## config.mk

```make
export PLATFORM = sky130hd
export DESIGN_NAME = bmah_engine
export DESIGN_NICKNAME = d
export VERILOG_FILES = /design/src/hdl/bmah_pkg.sv /design/src/hdl/bmah_engine.sv
export SDC_FILE = /design/constraint.sdc
export NUM_CORES = 1
export LEC_CHECK = 0
export ABC_AREA = 1
export BUFFER_PORTS_ARGS = -buffer_cell sky130_fd_sc_hd__buf_2
export CORE_UTILIZATION = 40
export CTS_BUF_LIST = sky130_fd_sc_hd__clkbuf_16
export DETAILED_ROUTE_END_ITERATION = 6
export SYNTH_ARGS = -nofsm -noshare
export SYNTH_HDL_FRONTEND = slang
export SYNTH_SLANG_ARGS = --single-unit
```

## constraint.sdc

```tcl
create_clock -name clk -period 5.8 [get_ports clk]
set_input_delay 0.58 -clock clk [delete_from_list [all_inputs] [get_ports clk]]
set_output_delay 0.58 -clock clk [all_outputs]
set_load 0.02 [all_outputs]
```

## src/hdl/bmah_pkg.sv

```systemverilog
// Shared types and constants of the bitmap allocator.
package bmah_pkg;

    localparam int MAP_WORDS = 4096;
    localparam int WORD_BITS = 16;
    localparam int ADDR_W    = (MAP_WORDS > 1) ? $clog2(MAP_WORDS) : 1;
    localparam int IDX_W     = ADDR_W + 4;
    localparam int WIDE_W    = (IDX_W + 1 > 17) ? IDX_W + 1 : 17;
    localparam int CAP_BITS  = MAP_WORDS * WORD_BITS;

    localparam int KIND_W    = 2;
    localparam int NUM_W     = 17;
    localparam int LIMIT_W   = 17;
    localparam int OFFSET_W  = 16;
    localparam int CFG_W     = 17;

    localparam logic [KIND_W-1:0] KIND_ALLOC = 2'd0;
    localparam logic [KIND_W-1:0] KIND_FREE  = 2'd1;
    localparam logic [KIND_W-1:0] KIND_COUNT = 2'd2;

    localparam logic CFG_BIT_LIMIT     = 1'b0;
    localparam logic CFG_NUMBER_OFFSET = 1'b1;

    localparam logic [LIMIT_W-1:0]   LIMIT_RESET = 17'd65536;
    localparam logic [WORD_BITS-1:0] FULL_WORD   = {WORD_BITS{1'b1}};

    typedef struct packed {
        logic [KIND_W-1:0] kind;
        logic [NUM_W-1:0]  block_number;
    } cmd_t;

    typedef struct packed {
        logic             ok;
        logic [NUM_W-1:0] value;
        logic             modified;
    } result_t;

    typedef struct packed {
        logic [WIDE_W-1:0]   lim;
        logic [OFFSET_W-1:0] offset;
    } cfg_t;

    typedef struct packed {
        logic                 rd_en;
        logic [ADDR_W-1:0]    rd_addr;
        logic                 wr_en;
        logic [ADDR_W-1:0]    wr_addr;
        logic [WORD_BITS-1:0] wr_data;
    } mem_req_t;

endpackage

```

## src/hdl/bmah_engine.sv

```systemverilog
// Command sequencer: word scan for allocate, read-modify-write for free, count sweep.
module bmah_engine (
    input  logic                            clk,
    input  logic                            rst_n,
    input  logic                            start,
    input  bmah_pkg::cmd_t                  cmd,
    input  bmah_pkg::cfg_t                  cfg,
    output logic                            busy,
    output logic                            done,
    output bmah_pkg::result_t               result,
    output bmah_pkg::mem_req_t              mem_req,
    input  logic [bmah_pkg::WORD_BITS-1:0]  rdata
);
    import bmah_pkg::*;

    localparam logic [1:0] S_IDLE  = 2'd0;
    localparam logic [1:0] S_ALLOC = 2'd1;
    localparam logic [1:0] S_FREE  = 2'd2;
    localparam logic [1:0] S_COUNT = 2'd3;

    function automatic logic [4:0] ones16(input logic [WORD_BITS-1:0] w);
        logic [4:0] n;
        n = '0;
        for (int b = 0; b < WORD_BITS; b++)
        begin
            n = n + 5'(w[b]);
        end
        return n;
    endfunction

    logic [1:0]          state_reg, state_next;
    logic [ADDR_W:0]     ptr_reg, ptr_next;
    logic                rdv_reg, rdv_next;
    logic [ADDR_W-1:0]   dword_reg, dword_next;
    logic [ADDR_W-1:0]   last_reg, last_next;
    logic [IDX_W-1:0]    idx_reg, idx_next;
    logic [NUM_W-1:0]    cnt_reg, cnt_next;
    logic [IDX_W-1:0]    hint_reg, hint_next;
    logic                mod_reg, mod_next;
    logic                done_reg, done_next;
    result_t             res_reg, res_next;

    logic [WIDE_W-1:0]   last_w;
    logic [ADDR_W-1:0]   last_c;
    logic [NUM_W:0]      diff;
    logic [WIDE_W-1:0]   fidx_w;
    logic                free_in_range;
    logic [3:0]          jz;
    logic [IDX_W-1:0]    aidx;
    logic                issue;
    logic [WORD_BITS-1:0] cmask;
    logic [WORD_BITS-1:0] bitsel;
    logic [NUM_W-1:0]    cnt_sum;

    assign last_w        = (cfg.lim - WIDE_W'(1)) >> 4;
    assign last_c        = last_w[ADDR_W-1:0];
    assign diff          = {1'b0, cmd.block_number} - (NUM_W + 1)'(cfg.offset);
    assign fidx_w        = WIDE_W'(diff[NUM_W-1:0]);
    assign free_in_range = !diff[NUM_W] && (fidx_w < cfg.lim);
    assign aidx          = {dword_reg, jz};
    assign issue         = ptr_reg <= {1'b0, last_reg};
    assign bitsel        = WORD_BITS'(1) << idx_reg[3:0];

    always_comb
    begin
        jz = '0;
        for (int b = WORD_BITS - 1; b >= 0; b--)
        begin
            if (!rdata[b])
            begin
                jz = 4'(b);
            end
        end
    end

    always_comb
    begin
        if ((dword_reg == last_reg) && (cfg.lim[3:0] != 4'd0))
        begin
            cmask = (WORD_BITS'(1) << cfg.lim[3:0]) - WORD_BITS'(1);
        end
        else
        begin
            cmask = FULL_WORD;
        end
    end

    assign cnt_sum = cnt_reg + NUM_W'(ones16(rdata & cmask));

    always_comb
    begin
        state_next = state_reg;
        ptr_next   = ptr_reg;
        rdv_next   = 1'b0;
        dword_next = dword_reg;
        last_next  = last_reg;
        idx_next   = idx_reg;
        cnt_next   = cnt_reg;
        hint_next  = hint_reg;
        mod_next   = mod_reg;
        done_next  = 1'b0;
        res_next   = res_reg;
        mem_req    = '0;

        case (state_reg)
            S_IDLE:
            begin
                if (start)
                begin
                    res_next.ok    = 1'b0;
                    res_next.value = '0;
                    case (cmd.kind)
                        KIND_ALLOC:
                        begin
                            if ((cfg.lim == '0) || (hint_reg[IDX_W-1:4] > last_c))
                            begin
                                done_next = 1'b1;
                            end
                            else
                            begin
                                state_next = S_ALLOC;
                                ptr_next   = {1'b0, hint_reg[IDX_W-1:4]};
                                last_next  = last_c;
                            end
                        end
                        KIND_FREE:
                        begin
                            if (free_in_range)
                            begin
                                mem_req.rd_en   = 1'b1;
                                mem_req.rd_addr = fidx_w[IDX_W-1:4];
                                idx_next        = fidx_w[IDX_W-1:0];
                                state_next      = S_FREE;
                            end
                            else
                            begin
                                done_next = 1'b1;
                            end
                        end
                        KIND_COUNT:
                        begin
                            if (cfg.lim == '0)
                            begin
                                done_next = 1'b1;
                            end
                            else
                            begin
                                state_next = S_COUNT;
                                ptr_next   = '0;
                                cnt_next   = '0;
                                last_next  = last_c;
                            end
                        end
                        default:
                        begin
                            done_next = 1'b1;
                        end
                    endcase
                end
            end
            S_ALLOC:
            begin
                mem_req.rd_en   = issue;
                mem_req.rd_addr = ptr_reg[ADDR_W-1:0];
                rdv_next        = issue;
                dword_next      = ptr_reg[ADDR_W-1:0];
                if (issue)
                begin
                    ptr_next = ptr_reg + 1'b1;
                end
                if (rdv_reg)
                begin
                    if (rdata != FULL_WORD)
                    begin
                        state_next = S_IDLE;
                        rdv_next   = 1'b0;
                        done_next  = 1'b1;
                        if (WIDE_W'(aidx) < cfg.lim)
                        begin
                            mem_req.wr_en   = 1'b1;
                            mem_req.wr_addr = dword_reg;
                            mem_req.wr_data = rdata | (WORD_BITS'(1) << jz);
                            if (aidx != '0)
                            begin
                                mod_next       = 1'b1;
                                res_next.ok    = 1'b1;
                                res_next.value = NUM_W'(aidx) + NUM_W'(cfg.offset);
                                if (aidx > hint_reg)
                                begin
                                    hint_next = aidx;
                                end
                            end
                        end
                    end
                    else if (dword_reg == last_reg)
                    begin
                        state_next = S_IDLE;
                        rdv_next   = 1'b0;
                        done_next  = 1'b1;
                    end
                end
            end
            S_FREE:
            begin
                mem_req.wr_en   = 1'b1;
                mem_req.wr_addr = idx_reg[IDX_W-1:4];
                mem_req.wr_data = rdata & ~bitsel;
                mod_next        = 1'b1;
                res_next.ok     = |(rdata & bitsel);
                if (idx_reg < hint_reg)
                begin
                    hint_next = idx_reg;
                end
                state_next = S_IDLE;
                done_next  = 1'b1;
            end
            S_COUNT:
            begin
                mem_req.rd_en   = issue;
                mem_req.rd_addr = ptr_reg[ADDR_W-1:0];
                rdv_next        = issue;
                dword_next      = ptr_reg[ADDR_W-1:0];
                if (issue)
                begin
                    ptr_next = ptr_reg + 1'b1;
                end
                if (rdv_reg)
                begin
                    cnt_next = cnt_sum;
                    if (dword_reg == last_reg)
                    begin
                        state_next     = S_IDLE;
                        rdv_next       = 1'b0;
                        done_next      = 1'b1;
                        res_next.value = cnt_sum;
                    end
                end
            end
            default:
            begin
                state_next = S_IDLE;
            end
        endcase

        res_next.modified = mod_next;
    end

    always_ff @(posedge clk or negedge rst_n)
    begin
        if (!rst_n)
        begin
            state_reg <= S_IDLE;
            rdv_reg   <= 1'b0;
            hint_reg  <= '0;
            mod_reg   <= 1'b0;
            done_reg  <= 1'b0;
        end
        else
        begin
            state_reg <= state_next;
            rdv_reg   <= rdv_next;
            hint_reg  <= hint_next;
            mod_reg   <= mod_next;
            done_reg  <= done_next;
        end
    end

    always_ff @(posedge clk)
    begin
        ptr_reg   <= ptr_next;
        dword_reg <= dword_next;
        last_reg  <= last_next;
        idx_reg   <= idx_next;
        cnt_reg   <= cnt_next;
        res_reg   <= res_next;
    end

    assign busy   = state_reg != S_IDLE;
    assign done   = done_reg;
    assign result = res_reg;

endmodule

```

Word level (Yosys, flattened, before mapping)

Index checks and enable logic that the tools add are counted.

Register bits: 110
Input port bits: 71
Output and inout port bits: 63
Word-level logic and storage cells: 185

Add/subtract/negate cells: 21
Magnitude comparators: 6
Equality and inequality tests: 26
Shifts and indexed selects: 3
Multiplexer cells: 85
Bitwise gates (word level): 5
Reductions and logical operators: 26

Operator list:

| kind                 | number |
|---|---|
| $mux 16              | 7 |
| $mux 17              | 6 |
| $mux 13              | 7 |
| $mux 18              | 5 |
| $mux 29              | 3 |
| $pmux 13 s2          | 3 |
| $mux 4               | 16 |
| $pmux 29 s2          | 1 |
| $add 5x1->5          | 11 |
| $pmux 17 s3          | 1 |
| $and 16x16->16       | 3 |
| $shl 1x4->16 const A | 3 |
| $pmux 17 s2          | 1 |
| $pmux 16 s2          | 1 |
| $mux 12              | 2 |
| $ne 2x2->1 const B   | 12 |
| $pmux 12 s2          | 1 |
| $sub 17x16->18       | 1 |
| $add 16x16->17       | 1 |
| $add 17x5->17        | 1 |
| $logic_not 17->1     | 1 |
| $lt 16x17->1         | 1 |
| $lt 17x17->1         | 1 |
| $gt 16x16->1         | 1 |
| other kinds (42)     | 82 |

Logic depth before layout (Yosys ltp)

Word-level depth: 23
Depth in mapped cells: 36
Mapped depth without buffers: 36

Worst setup path after synthesis

Ideal clock, no wire load.

Kind: input -> register
From: input cfg[18] (netlist name)
To: register res_reg, in the netlist result[17], data pin
Library setup time: 0.256 ns
Data arrival time: 5.861 ns
Data required time: 5.544 ns
Path slack: -0.316 ns
Stages: 33
Buffers on the path: 1
Cells stage by stage: buf_2 > nor2_1 > inv_1 > nor2_1 > nand2_1 > ha_1 > xor2_1 > o21ai_0 > inv_1 > fa_1 > inv_1 > fa_1 > fa_1 > inv_1 > fa_1 > fa_1 > inv_1 > fa_1 > nor2_1 > o21ai_1 > and2_1 > nor2_1 > o21ai_1 > nor2_1 > nand2_1 > nor2_1 > nand2_1 > nor2_1 > nand2_1 > nor2_1 > nand4_1 > nand3_1 > nand2_1

RTL lines:

| what                 | line               | source |
|---|---|---|
| from (decl)          | bmah_engine.sv:7   | `input bmah_pkg::cfg_t cfg,` |
| to (signal assigned) | bmah_engine.sv:275 | `res_reg <= res_next;` |
| to (decl)            | bmah_engine.sv:41  | `result_t res_reg, res_next;` |

==> key figures <==
Outcome
  • Status: complete, but fails checks
  • Violated checks: design-rule violations, negative setup slack

Worst setup path
  • CP endpoint kind: flop
  • Reg2Reg Setup Slack: -0.20 ns
  • Worst R2R Start: last_reg[6]
  • Critical Path Source: last_reg[6]
  • Setup Crit Path Kind: reg2reg
  • Crit Path Max Fanout: 5
  • FF-to-FF End: result[9]
  • Crit path largest cell delay: ~0.55 ns
  • Worst setup path endpoint: result[9]
  • Startpoint type of the worst setup path: flop
  • Worst path most repeated cell: buf_4
  • CP Data Arrival Time: ~6 ns
  • Worst Reg2Reg Path Length in Cells: 29
  • Worst path required time: 5.91 ns
  • CP max-delay cell: fa_1

Power
  • Leak Pwr: roughly 6.2 nW
  • Final Power: 5.51 mW
  • VDD IR max: 191 uV
  • PD cells: 435 mW/mm^2

Floorplanning
  • # IOs: 134
  • Die area: 0.0274 mm^2
  • Die H: about 170 um
  • Core Rows: 59
  • Core ar.: roughly 0.026 mm^2
  • Initial core utilization: 41.0%
  • Width of the die: 166 um

Global routing
  • Largest net degree at the start of global routing: 51
  • First-pass GRT wire length: 55100 um
  • Initial antenna violation count: 0
  • Total track usage: 27.0%
  • Vias in the first global route: 9782
  • Gr ovfl total: 0

Clocking
  • Hold Buf Count CTS: 0
  • CTS tree: built
  • Clock latency on the worst-skew pair: 0.37 ns
  • H-tree depth: 3
  • Max clock buf depth: 2
  • Worst-path clk slew: 0.08 ns
  • TritonCTS buffer count: 9
  • CTS Sinks: 110
  • Root Buffer: clkbuf_16

Route
  • Via/cell ratio: 5.30
  • Final WL: ~36000 um
  • Via count: roughly 10000
  • DRT Pass-1 Iters: 7
  • Post-DRT Antenna Nets: 0
  • DR WL/cell: 18.5 um
  • DRC Markers: 12
  • DRT iter0 DRCs: approximately 1100

Timing
  • Final Cycle Share: 104%
  • Fmax: ~0.17 GHz
  • Slew margin rel.: 23.9%
  • Worst-Margin Slew: 1.14 ns
  • Hold Vio Cnt, Final: 0
  • Final Setup Violations: 10
  • Slew Viols, Final: 0
  • RSZ-0062 raised after global routing: yes
  • Final min period: 6.00 ns
  • Fin Setup TNS: -1.13 ns
  • WHS: 0.217 ns
  • Worst setup margin: -0.205 ns
  • Worst Skew: 0.0153 ns

Final layout
  • Nets: roughly 1800
  • Post-route cell area: around 0.013 mm^2
  • Max reg flops: 19
  • Non-Filler Instances: 1962
  • Area growth, synth to finish: 18.4%
  • ANT cells: 0
  • Layout cells sized above 1: 19.1%
  • Final core utilization: 48.5%

Logic synthesis
  • Synthesized area: 0.0107 mm^2
  • Ys flop type: edfxtp_1
  • Cell taking the most area after synthesis: edfxtp_1
  • Post-synth top cells: 332 x nand2_1, 210 x inv_1, 138 x ha_1
  • Mapped Nets: roughly 1600
  • Sequential share of the synthesized area: between 20 and 30%
  • Yosys warns: 0
  • Cell count after synthesis: 1421
  • Top cell type's share of synthesized area: 24.7%
  • EDFF count, synth: 88
  • Synth async-reset ratio: 19.1%
  • Synth area leaders: edfxtp_1 25%, ha_1 16%, nand2_1 12%
  • Count leader, synth: nand2_1
  • Synthesized flop and latch total: 110
  • Synth cell types: 59
  • Syn avg cell area: about 7.5 um^2

Placed design
  • I/O Buffers: 133
  • Hpwl dp: 29500 um
  • DP Worst Slack: -0.484 ns
  • DP Cell Count: 1929
  • RePlAce Congestion: a little over 0.9
  • Area after DPL: 0.0122 mm^2

Job
  • Max-cap violations: 0

Worst hold path
  • Worst hold path type: in2async
==> layout by cell type, fill, tap and decap left out, drive strengths merged, types with 2 or more instances in the layout <==
cell,netlist,routed
a211oi,5,5
a21boi,3,3
a21o,5,5
a21oi,122,122
a31o,4,4
a31oi,8,8
buf,8,213
clkbuf,14,9
clkinv,5,8
dfrtp,21,21
edfxtp,88,88
fa,14,14
ha,138,138
inv,217,221
nand2,347,347
nand3,65,65
nand4,25,25
nor2,120,120
nor3,22,22
nor4,7,7
nor4b,2,2
o2111ai,7,7
o211ai,5,5
o21a,3,3
o21ai,92,92
o21bai,8,8
o22ai,9,9
o31ai,3,3
o32ai,2,2
or2,5,5
xnor2,15,15
xor2,21,21
==> cell type report <==
cell class	instances	area (um^2)
Clock buffer	9	225
Clock inverter	7	53.8
Fill cell	2628	13500
Inverter	222	836
Multi-Input combinational cell	1066	6670
Sequential cell	110	3190
Tap cell	335	419
Timing Repair Buffer	213	1270
==> cell families (layout without fill, tap and decap cells) <==
| group | count (synthesis) | after routing | share of synthesized area (%) |
|---|---|---|---|
| AND/OR/NAND/NOR | 597 | 597 | 24.8 |
| buffers and inverters | 245 | 451 | 9.01 |
| adder cells (fa/ha/maj) | 152 | 152 | 18.8 |
| flip-flops | 110 | 110 | 29.8 |
| AO/OA/AOI/OAI | 281 | 281 | 14.7 |
| XOR/XNOR | 36 | 36 | 2.95 |
==> worst max-delay path: cells and delay by family, from the launching register on <==
family                     cells  cell delay [ns]
adders and majority gates      6             2.50
xor gates and xnor gates       1             0.19
and+or+nand+nor                9             1.13
AOI/OAI and AO/OA              5             0.63
buffers and inverters          8             0.87
DFF                            1             0.41
==> power breakdown <==
group	total, mW	internal [mW]	switching [mW]
clock network	0.622	0.299	0.323
registers	1.53	1.27	0.252
logic	3.36	1.22	2.14
==> timing repair <==
action,4_1_cts,5_1_grt
pin swaps,10,14
setup endpoints to repair,10,19
buffers inserted,11,6
endpoints found under the hold margin,0,0
resized for setup,12,19
==> worst min path at each step <==
stage,from,endpoint,slack [ns],cells after the start
final,rst_n,mod_reg,0.22,1
after global routing,rst_n,hint_reg[13],0.25,1
after detailed placement,hint_reg[4],hint_reg[4],0.46,2
after floorplan,rst_n,done,0.28,0
after global placement,hint_reg[4],hint_reg[4],0.46,2
after CTS,rst_n,hint_reg[12],0.23,1
==> per-layer routing <==
metal	GRT usage [%]	wire, um	vias up
met4	5.79	567	0
met1	39.1	17000	4796
met2	41.9	15700	373
met5	0	0	-
li1	-	-	5185
met3	4.67	2990	37
Power figures use the tool's default switching activity.
